===== config.mk =====
export PLATFORM = sky130hd
export DESIGN_NAME = flash_erase_span_planner_top
export DESIGN_NICKNAME = d
export VERILOG_FILES = /design/src/rtl/fesp_pkg.sv /design/src/rtl/fesp_sector_decode.sv /design/src/rtl/flash_erase_span_planner_top.sv
export SDC_FILE = /design/constraint.sdc
export NUM_CORES = 2
export LEC_CHECK = 0
export ABC_AREA = 1
export BUFFER_PORTS_ARGS = -buffer_cell sky130_fd_sc_hd__buf_2
export CAP_MARGIN = 20
export CORE_MARGIN = 2
export CORE_UTILIZATION = 30
export DETAILED_ROUTE_END_ITERATION = 8
export PLACE_DENSITY = 0.44
export SETUP_SLACK_MARGIN = 0.2
export SYNTH_ARGS = -nofsm -noshare
export SYNTH_HDL_FRONTEND = slang
export SYNTH_HIERARCHICAL = 1
export SYNTH_SLANG_ARGS = --single-unit

===== constraint.sdc =====
create_clock -name clock -period 21.3 [get_ports clock]
set_input_delay 2.13 -clock clock [delete_from_list [all_inputs] [get_ports clock]]
set_output_delay 2.13 -clock clock [all_outputs]
set_load 0.02 [all_outputs]

===== src/rtl/fesp_pkg.sv =====
// Shared types, register indexes, status codes and sector table functions of the span planner.
package fesp_pkg;

   localparam logic [2:0] CSR_FLASH_BASE     = 3'd0;
   localparam logic [2:0] CSR_FLASH_SIZE     = 3'd1;
   localparam logic [2:0] CSR_UNIFORM_PAGES  = 3'd2;
   localparam logic [2:0] CSR_PAGE_SIZE_LOG2 = 3'd3;
   localparam logic [2:0] CSR_GUARD_BEGIN    = 3'd4;
   localparam logic [2:0] CSR_GUARD_END      = 3'd5;

   localparam logic [1:0] STATUS_OK      = 2'd0;
   localparam logic [1:0] STATUS_EMPTY   = 2'd1;
   localparam logic [1:0] STATUS_REFUSED = 2'd2;

   localparam logic [31:0] RESET_FLASH_BASE  = 32'h0800_0000;
   localparam logic [21:0] RESET_FLASH_SIZE  = 22'h08_0000;
   localparam logic [4:0]  RESET_PAGE_LOG2   = 5'd11;

   localparam logic [21:0] MAX_FLASH_BYTES = 22'h20_0000;
   localparam logic [21:0] FALLBACK_BYTES  = 22'h08_0000;
   localparam logic [4:0]  PAGE_LOG2_MIN   = 5'd8;
   localparam logic [4:0]  PAGE_LOG2_MAX   = 5'd16;

   // One decoded sector: offsets are relative to the flash base.
   typedef struct packed {
      logic [12:0] index;
      logic [21:0] base_off;
      logic [21:0] end_off;
      logic [17:0] size;
   } sector_type;

   // Size of a sector of the variable table.
   function automatic logic [17:0] tbl_size_f(input logic [4:0] idx);
      logic [17:0] r;
      if (idx < 5'd4) begin
         r = 18'h0_4000;
      end else if (idx == 5'd4) begin
         r = 18'h1_0000;
      end else begin
         r = 18'h2_0000;
      end
      return r;
   endfunction

   // Exclusive end offset of a sector of the variable table.
   function automatic logic [21:0] tbl_end_f(input logic [4:0] idx);
      logic [21:0] r;
      if (idx < 5'd4) begin
         r = (22'(idx) + 22'd1) << 14;
      end else if (idx == 5'd4) begin
         r = 22'h02_0000;
      end else begin
         r = (22'(idx) - 22'd3) << 17;
      end
      return r;
   endfunction

endpackage


===== src/rtl/fesp_sector_decode.sv =====
// Sector decoder: maps an offset into the flash array onto its page or table sector.
module fesp_sector_decode (
   input  logic                   uniform,
   input  logic [4:0]             page_log2,
   input  logic [31:0]            offset,
   output fesp_pkg::sector_type   sector
);
   import fesp_pkg::*;

   logic [17:0] page_bytes;
   logic [20:0] off_low;
   logic [20:0] page_base;
   logic [4:0]  tbl_idx;
   logic [21:0] tbl_end;
   logic [17:0] tbl_size;

   always_comb begin
      page_bytes = 18'd1 << page_log2;
      off_low    = offset[20:0];
      page_base  = off_low & ~(21'(page_bytes) - 21'd1);

      // Four small sectors, one medium sector, then large sectors of equal size.
      if (offset < 32'h0001_0000) begin
         tbl_idx = {3'b000, offset[15:14]};
      end else if (offset < 32'h0002_0000) begin
         tbl_idx = 5'd4;
      end else begin
         tbl_idx = 5'd4 + {1'b0, offset[20:17]};
      end
      tbl_end  = tbl_end_f(tbl_idx);
      tbl_size = tbl_size_f(tbl_idx);

      if (uniform) begin
         sector.index    = 13'(off_low >> page_log2);
         sector.base_off = {1'b0, page_base};
         sector.end_off  = {1'b0, page_base} + 22'(page_bytes);
         sector.size     = page_bytes;
      end else begin
         sector.index    = {8'b0, tbl_idx};
         sector.base_off = tbl_end - 22'(tbl_size);
         sector.end_off  = tbl_end;
         sector.size     = tbl_size;
      end
   end

endmodule


===== src/rtl/flash_erase_span_planner_top.sv =====
// Flash erase span planner: range check, sector lookup and guard check in a six-stage pipeline.
//
// Requests arrive on the req_ channel (valid/stall): req_req_type selects an erase
// plan (0) or a lookup of one address (1), with a byte address and, for an erase,
// a byte length. Each request yields exactly one word on the rsp_ channel, in
// order: a status, the first and last sector index, the span bounds and the size
// of the last sector. All fields but the status are zero unless the status is OK.
// The user must write settings via csr_ only while no request is in flight (unenforced).
//
// Throughput is one request per cycle while rsp_stall is low. A request runs through
// an input register, three arithmetic stages (address sums, range compares and
// offsets, sector decode), a span-address stage and the output register.
//
// Synchronous reset empties the pipeline and loads the default geometry: table
// mode, 512 KiB at 0x0800_0000, no guard. When the receiver stalls, each stage
// holds its word and bubbles are squeezed out, so req_stall rises only once every
// stage holds a word.
module flash_erase_span_planner_top #(
   parameter int TABLE_SECTORS = 12
) (
   input  logic        clock,
   input  logic        reset,
   input  logic        req_valid,
   output logic        req_stall,
   input  logic        req_req_type,
   input  logic [31:0] req_address,
   input  logic [31:0] req_length,
   output logic        rsp_valid,
   input  logic        rsp_stall,
   output logic [1:0]  rsp_status,
   output logic [12:0] rsp_first_index,
   output logic [12:0] rsp_last_index,
   output logic [31:0] rsp_span_base,
   output logic [31:0] rsp_span_end,
   output logic [17:0] rsp_last_size,
   input  logic        csr_write_en,
   input  logic [2:0]  csr_index,
   input  logic [31:0] csr_wdata
);
   import fesp_pkg::*;

   // Settings.
   logic [31:0] flash_base_ff;
   logic [21:0] flash_size_ff;
   logic        uniform_ff;
   logic [4:0]  page_log2_ff;
   logic [31:0] guard_begin_ff;
   logic [31:0] guard_end_ff;

   // Geometry derived from the settings and registered; limit_ff is built from array_bytes_ff.
   logic [21:0] array_bytes_ff, array_bytes_in;
   logic [4:0]  lg_ff, lg_in;
   logic        guard_on_ff, guard_on_in;
   logic [32:0] limit_ff;

   logic [21:0] fs_clamped;
   logic [21:0] tbl_bytes;

   // Stage enables.
   logic en1, en2, en3, en4, en5, en_out;

   // Stage 1: input register.
   logic        v1_ff;
   logic        type1_ff;
   logic [31:0] addr1_ff;
   logic [31:0] len1_ff;

   // Stage 2: sums and differences of the address.
   logic        v2_ff;
   logic        type2_ff, zero2_ff, lo_ok2_ff;
   logic [32:0] end2_ff;
   logic [31:0] last2_ff, off_first2_ff;

   // Stage 3: range verdict and the offset of the last byte.
   logic        v3_ff;
   logic        type3_ff, zero3_ff, range_ok3_ff;
   logic [31:0] off_first3_ff, off_last3_ff;
   logic        range_ok3_in;

   // Stage 4: decoded sectors.
   logic        v4_ff;
   logic        type4_ff, zero4_ff, ok4_ff;
   sector_type  first4_ff, last4_ff;
   sector_type  first_sec, last_sec;

   // Stage 5: absolute span bounds.
   logic        v5_ff;
   logic        type5_ff, zero5_ff, ok5_ff;
   logic [12:0] first_idx5_ff, last_idx5_ff;
   logic [17:0] last_size5_ff;
   logic [32:0] span_base5_ff, span_end5_ff;

   // Output register.
   logic        rsp_valid_ff;
   logic [1:0]  status_ff, status_in;
   logic [12:0] first_idx_ff, last_idx_ff;
   logic [31:0] span_base_ff, span_end_ff;
   logic [17:0] last_size_ff;
   logic        guard_fail;

   // Settings registers.
   always_ff @(posedge clock) begin
      if (reset) begin
         flash_base_ff  <= RESET_FLASH_BASE;
         flash_size_ff  <= RESET_FLASH_SIZE;
         uniform_ff     <= 1'b0;
         page_log2_ff   <= RESET_PAGE_LOG2;
         guard_begin_ff <= 32'd0;
         guard_end_ff   <= 32'd0;
      end else if (csr_write_en) begin
         case (csr_index)
            CSR_FLASH_BASE:     flash_base_ff  <= csr_wdata;
            CSR_FLASH_SIZE:     flash_size_ff  <= csr_wdata[21:0];
            CSR_UNIFORM_PAGES:  uniform_ff     <= csr_wdata[0];
            CSR_PAGE_SIZE_LOG2: page_log2_ff   <= csr_wdata[4:0];
            CSR_GUARD_BEGIN:    guard_begin_ff <= csr_wdata;
            CSR_GUARD_END:      guard_end_ff   <= csr_wdata;
            default: ;
         endcase
      end
   end

   // The table array is the longest prefix of sectors that fits the flash size, or 512 KiB if none fits.
   always_comb begin
      fs_clamped = (flash_size_ff > MAX_FLASH_BYTES) ? MAX_FLASH_BYTES : flash_size_ff;
      tbl_bytes  = FALLBACK_BYTES;
      for (int k = 0; k < TABLE_SECTORS; k++) begin
         if (tbl_end_f(5'(k)) <= fs_clamped) begin
            tbl_bytes = tbl_end_f(5'(k));
         end
      end
      array_bytes_in = uniform_ff ? fs_clamped : tbl_bytes;

      if (page_log2_ff < PAGE_LOG2_MIN) begin
         lg_in = PAGE_LOG2_MIN;
      end else if (page_log2_ff > PAGE_LOG2_MAX) begin
         lg_in = PAGE_LOG2_MAX;
      end else begin
         lg_in = page_log2_ff;
      end

      guard_on_in = guard_end_ff > guard_begin_ff;
   end

   always_ff @(posedge clock) begin
      array_bytes_ff <= array_bytes_in;
      lg_ff          <= lg_in;
      guard_on_ff    <= guard_on_in;
      limit_ff       <= {1'b0, flash_base_ff} + 33'(array_bytes_ff);
   end

   // A stage moves on when it is empty or its successor moves on.
   assign en_out    = !rsp_valid_ff || !rsp_stall;
   assign en5       = !v5_ff || en_out;
   assign en4       = !v4_ff || en5;
   assign en3       = !v3_ff || en4;
   assign en2       = !v2_ff || en3;
   assign en1       = !v1_ff || en2;
   assign req_stall = !en1;

   always_ff @(posedge clock) begin
      if (reset) begin
         v1_ff        <= 1'b0;
         v2_ff        <= 1'b0;
         v3_ff        <= 1'b0;
         v4_ff        <= 1'b0;
         v5_ff        <= 1'b0;
         rsp_valid_ff <= 1'b0;
      end else begin
         if (en1)    v1_ff        <= req_valid;
         if (en2)    v2_ff        <= v1_ff;
         if (en3)    v3_ff        <= v2_ff;
         if (en4)    v4_ff        <= v3_ff;
         if (en5)    v5_ff        <= v4_ff;
         if (en_out) rsp_valid_ff <= v5_ff;
      end
   end

   always_ff @(posedge clock) begin
      if (en1) begin
         type1_ff <= req_req_type;
         addr1_ff <= req_address;
         len1_ff  <= req_length;
      end
   end

   always_ff @(posedge clock) begin
      if (en2) begin
         type2_ff      <= type1_ff;
         zero2_ff      <= !type1_ff && (len1_ff == 32'd0);
         lo_ok2_ff     <= addr1_ff >= flash_base_ff;
         end2_ff       <= {1'b0, addr1_ff} + {1'b0, len1_ff};
         last2_ff      <= addr1_ff + len1_ff - 32'd1;
         off_first2_ff <= addr1_ff - flash_base_ff;
      end
   end

   // With the address at or above the base, an offset below the array size is in range.
   always_comb begin
      if (type2_ff) begin
         range_ok3_in = lo_ok2_ff && (off_first2_ff < {10'b0, array_bytes_ff});
      end else begin
         range_ok3_in = lo_ok2_ff && !end2_ff[32] && (end2_ff <= limit_ff);
      end
   end

   always_ff @(posedge clock) begin
      if (en3) begin
         type3_ff      <= type2_ff;
         zero3_ff      <= zero2_ff;
         range_ok3_ff  <= range_ok3_in;
         off_first3_ff <= off_first2_ff;
         off_last3_ff  <= type2_ff ? off_first2_ff : (last2_ff - flash_base_ff);
      end
   end

   fesp_sector_decode u_first_dec (
      .uniform   (uniform_ff),
      .page_log2 (lg_ff),
      .offset    (off_first3_ff),
      .sector    (first_sec)
   );

   fesp_sector_decode u_last_dec (
      .uniform   (uniform_ff),
      .page_log2 (lg_ff),
      .offset    (off_last3_ff),
      .sector    (last_sec)
   );

   always_ff @(posedge clock) begin
      if (en4) begin
         type4_ff  <= type3_ff;
         zero4_ff  <= zero3_ff;
         ok4_ff    <= range_ok3_ff;
         first4_ff <= first_sec;
         last4_ff  <= last_sec;
      end
   end

   always_ff @(posedge clock) begin
      if (en5) begin
         type5_ff      <= type4_ff;
         zero5_ff      <= zero4_ff;
         ok5_ff        <= ok4_ff;
         first_idx5_ff <= first4_ff.index;
         last_idx5_ff  <= last4_ff.index;
         last_size5_ff <= last4_ff.size;
         span_base5_ff <= {1'b0, flash_base_ff} + 33'(first4_ff.base_off);
         span_end5_ff  <= {1'b0, flash_base_ff} + 33'(last4_ff.end_off);
      end
   end

   // The guard window applies to erases only and is compared at full width.
   always_comb begin
      guard_fail = !type5_ff && guard_on_ff &&
                   ((span_base5_ff < {1'b0, guard_begin_ff}) ||
                    (span_end5_ff > {1'b0, guard_end_ff}));
      if (zero5_ff) begin
         status_in = STATUS_EMPTY;
      end else if (!ok5_ff || guard_fail) begin
         status_in = STATUS_REFUSED;
      end else begin
         status_in = STATUS_OK;
      end
   end

   always_ff @(posedge clock) begin
      if (en_out) begin
         status_ff <= status_in;
         if (status_in == STATUS_OK) begin
            first_idx_ff <= first_idx5_ff;
            last_idx_ff  <= last_idx5_ff;
            span_base_ff <= span_base5_ff[31:0];
            span_end_ff  <= span_end5_ff[31:0];
            last_size_ff <= last_size5_ff;
         end else begin
            first_idx_ff <= 13'd0;
            last_idx_ff  <= 13'd0;
            span_base_ff <= 32'd0;
            span_end_ff  <= 32'd0;
            last_size_ff <= 18'd0;
         end
      end
   end

   assign rsp_valid       = rsp_valid_ff;
   assign rsp_status      = status_ff;
   assign rsp_first_index = first_idx_ff;
   assign rsp_last_index  = last_idx_ff;
   assign rsp_span_base   = span_base_ff;
   assign rsp_span_end    = span_end_ff;
   assign rsp_last_size   = last_size_ff;

endmodule


==> results.toml <==
[global_route]
grt_pass1_wl_um = 228000
antenna_found_initial = 6
grt_pass1_vias = 35000
grt-ovfl-total = 0
grt_usage = 0.201
grt_max_degree = 73

[detailed_routing]
dr.pass1.iters = 6
routedWlPerCell_um = 20.7
postRouteAntennaNets = 0
drt-total-wl_um = 154000
drt_iter0_drc = 2667
route.detailed.drc = 0
viasPerCell = 4.86
num_vias = 36100

[min_path]
hold_class = "flip-flop to flip-flop"
hp-start = "page_log2_ff[4]"

[timing]
setup_viol = 0
final_max_slew_viol_count = 0
timing.final.crit_share = 0.341
max_slew.worst_pin.slew_ns = 0.986
hold_viol = 0
max_clock_freq_mhz = 138
hold_ws_ns = 0.351
rsz0062_at_grt = "no"
layout_min_cycle_time_ns = 7.26
clock-skew-final_ns = 0.0748
final.setup.tns_ns = 0
slew_headroom = 0.343

[clocking]
cts_tree = "done"
clock_path_buffers = 3
htreeDepth = 3
postCtsSetupRepairBufs = 0
clock_latency_ns = 0.72
clk_pin_slew_ns = 0.06
cts-root-buf = "clkbuf_16"
cts-hold-fix-buffers = 0
cts_sinks = 737
cts_resized = 0
cts_made_buffers = 88

[setup_path]
end_kind = "primary output"
crit_path_start_kind = "input pin"
cp_max_fo = 69
worstReg2RegStart = "lg_ff[0]"
crit_type = "input pin to primary output"
cp.arrival_ns = 5.13
startpoint = "rsp_stall"
cp.required_ns = 19.17

[floorplanning]
initial_core_util = 0.301
io_pins = 217
num_rows = 141
die_y_um = 388
core_mm2 = 0.147
die_w_um = 388
dieArea_mm2 = 0.151

[placed_design]
portBuffers = 216
gp_congestion = 0.924
hpwlAfterDp_um = 125000
place_area_mm2 = 0.0476

[power_and_ir_drop]
ir_worst_vdd_mv = 0.0620
totalPowerFinal_w = 0.00461
p_leak_nw = 22.4
p_per_area_mw_per_mm2 = 91.1

[synthesis]
synth_nets = 5699
ys_warn_count = 6
synth.avg_cell_area_um2 = 8.53
syn_area_mm2 = 0.0443
netlist_instances = 5196

[finish]
fin_area_mm2 = 0.0506
num-nets-final = 5931
finish.utilization = 0.344
areaGrowthSynthToFinish_pct = 14.1
drive_gt1_frac = 0.0917

[flow_run]
maxCapViolations = 0

[run_status]
status = "completed"
layout make-up:
type	instances	area (um^2)
multi-input cells	3522	20500
clock buffers	102	2320
diodes	5	12.5
well taps	1930	2410
fillers	15500	96600
flip-flops and latches	737	20200
inverters	837	3150
repair buffers	242	1270
clock inverters	59	652
critical path, cell delays in order:
cell	delay [ns]
buf_2	0.13
nand2_4	0.13
nor2_1	0.09
inv_4	0.48
nor2_1	0.16
inv_4	0.30
nor2_1	0.10
inv_2	0.06
buf_4	0.64
nor2_1	0.17
inv_4	0.34
nor2_1	0.14
buf_2	0.19
state kept, by name (all words and copies together), names as in the netlist, 33 cells and up:
| name | count |
|---|---|
| last4_ff | 53 |
| first4_ff | 35 |
| end2_ff | 33 |
| limit_ff | 33 |
| span_base5_ff | 33 |
| span_end5_ff | 33 |
per-layer routing:
| layer | global-route usage | part of all wire | up-vias |
|---|---|---|---|
| li1 | - | - | 17900 |
| met1 | 0.281 | 0.47 | 17100 |
| met2 | 0.330 | 0.46 | 906 |
| met3 | 0.0225 | 0.046 | 169 |
| met4 | 0.0515 | 0.021 | 0 |
| met5 | 0 | 0 | - |
power breakdown:
group / internal [W] / switching [W] / total (W)
clock: 0.000890 / 0.000665 / 0.00156
combinational: 0.000379 / 0.000777 / 0.00116
sequential: 0.00174 / 0.000156 / 0.00190
metrics by stage:
step,std cells,worst slack [ns]
3_3_place_gp,7267,13.85
3_5_place_dp,7268,13.91
2_1_floorplan,5196,6.24
4_1_cts,7429,13.90
6_report,7434,14.04
5_1_grt,7429,13.61
worst paths after layout:
| kind | end | slack [ns] | cells after the start |
|---|---|---|---|
| worst max-delay path | req_stall | 14.04 | 13 |
| worst min-delay path | lg_ff[4] | 0.35 | 0 |
| worst max register to register | last4_ff[37] | 16.64 | 23 |
| worst min register to register | lg_ff[4] | 0.35 | 0 |
cell usage in the layout, fill, tap and decap left out, types with 37 or more instances in the layout:
cell type	instances
nor3_1	59
clkbuf_16	91
edfxtp_1	546
ha_1	391
inv_1	802
xor2_1	134
nand3_1	216
o21ai_0	372
nor2_2	37
nand4_1	72
dfxtp_1	189
xnor2_1	47
nor2_1	502
buf_2	217
nand2_1	917
a21oi_1	448
Note: power is estimated with default switching activity, not from simulation.
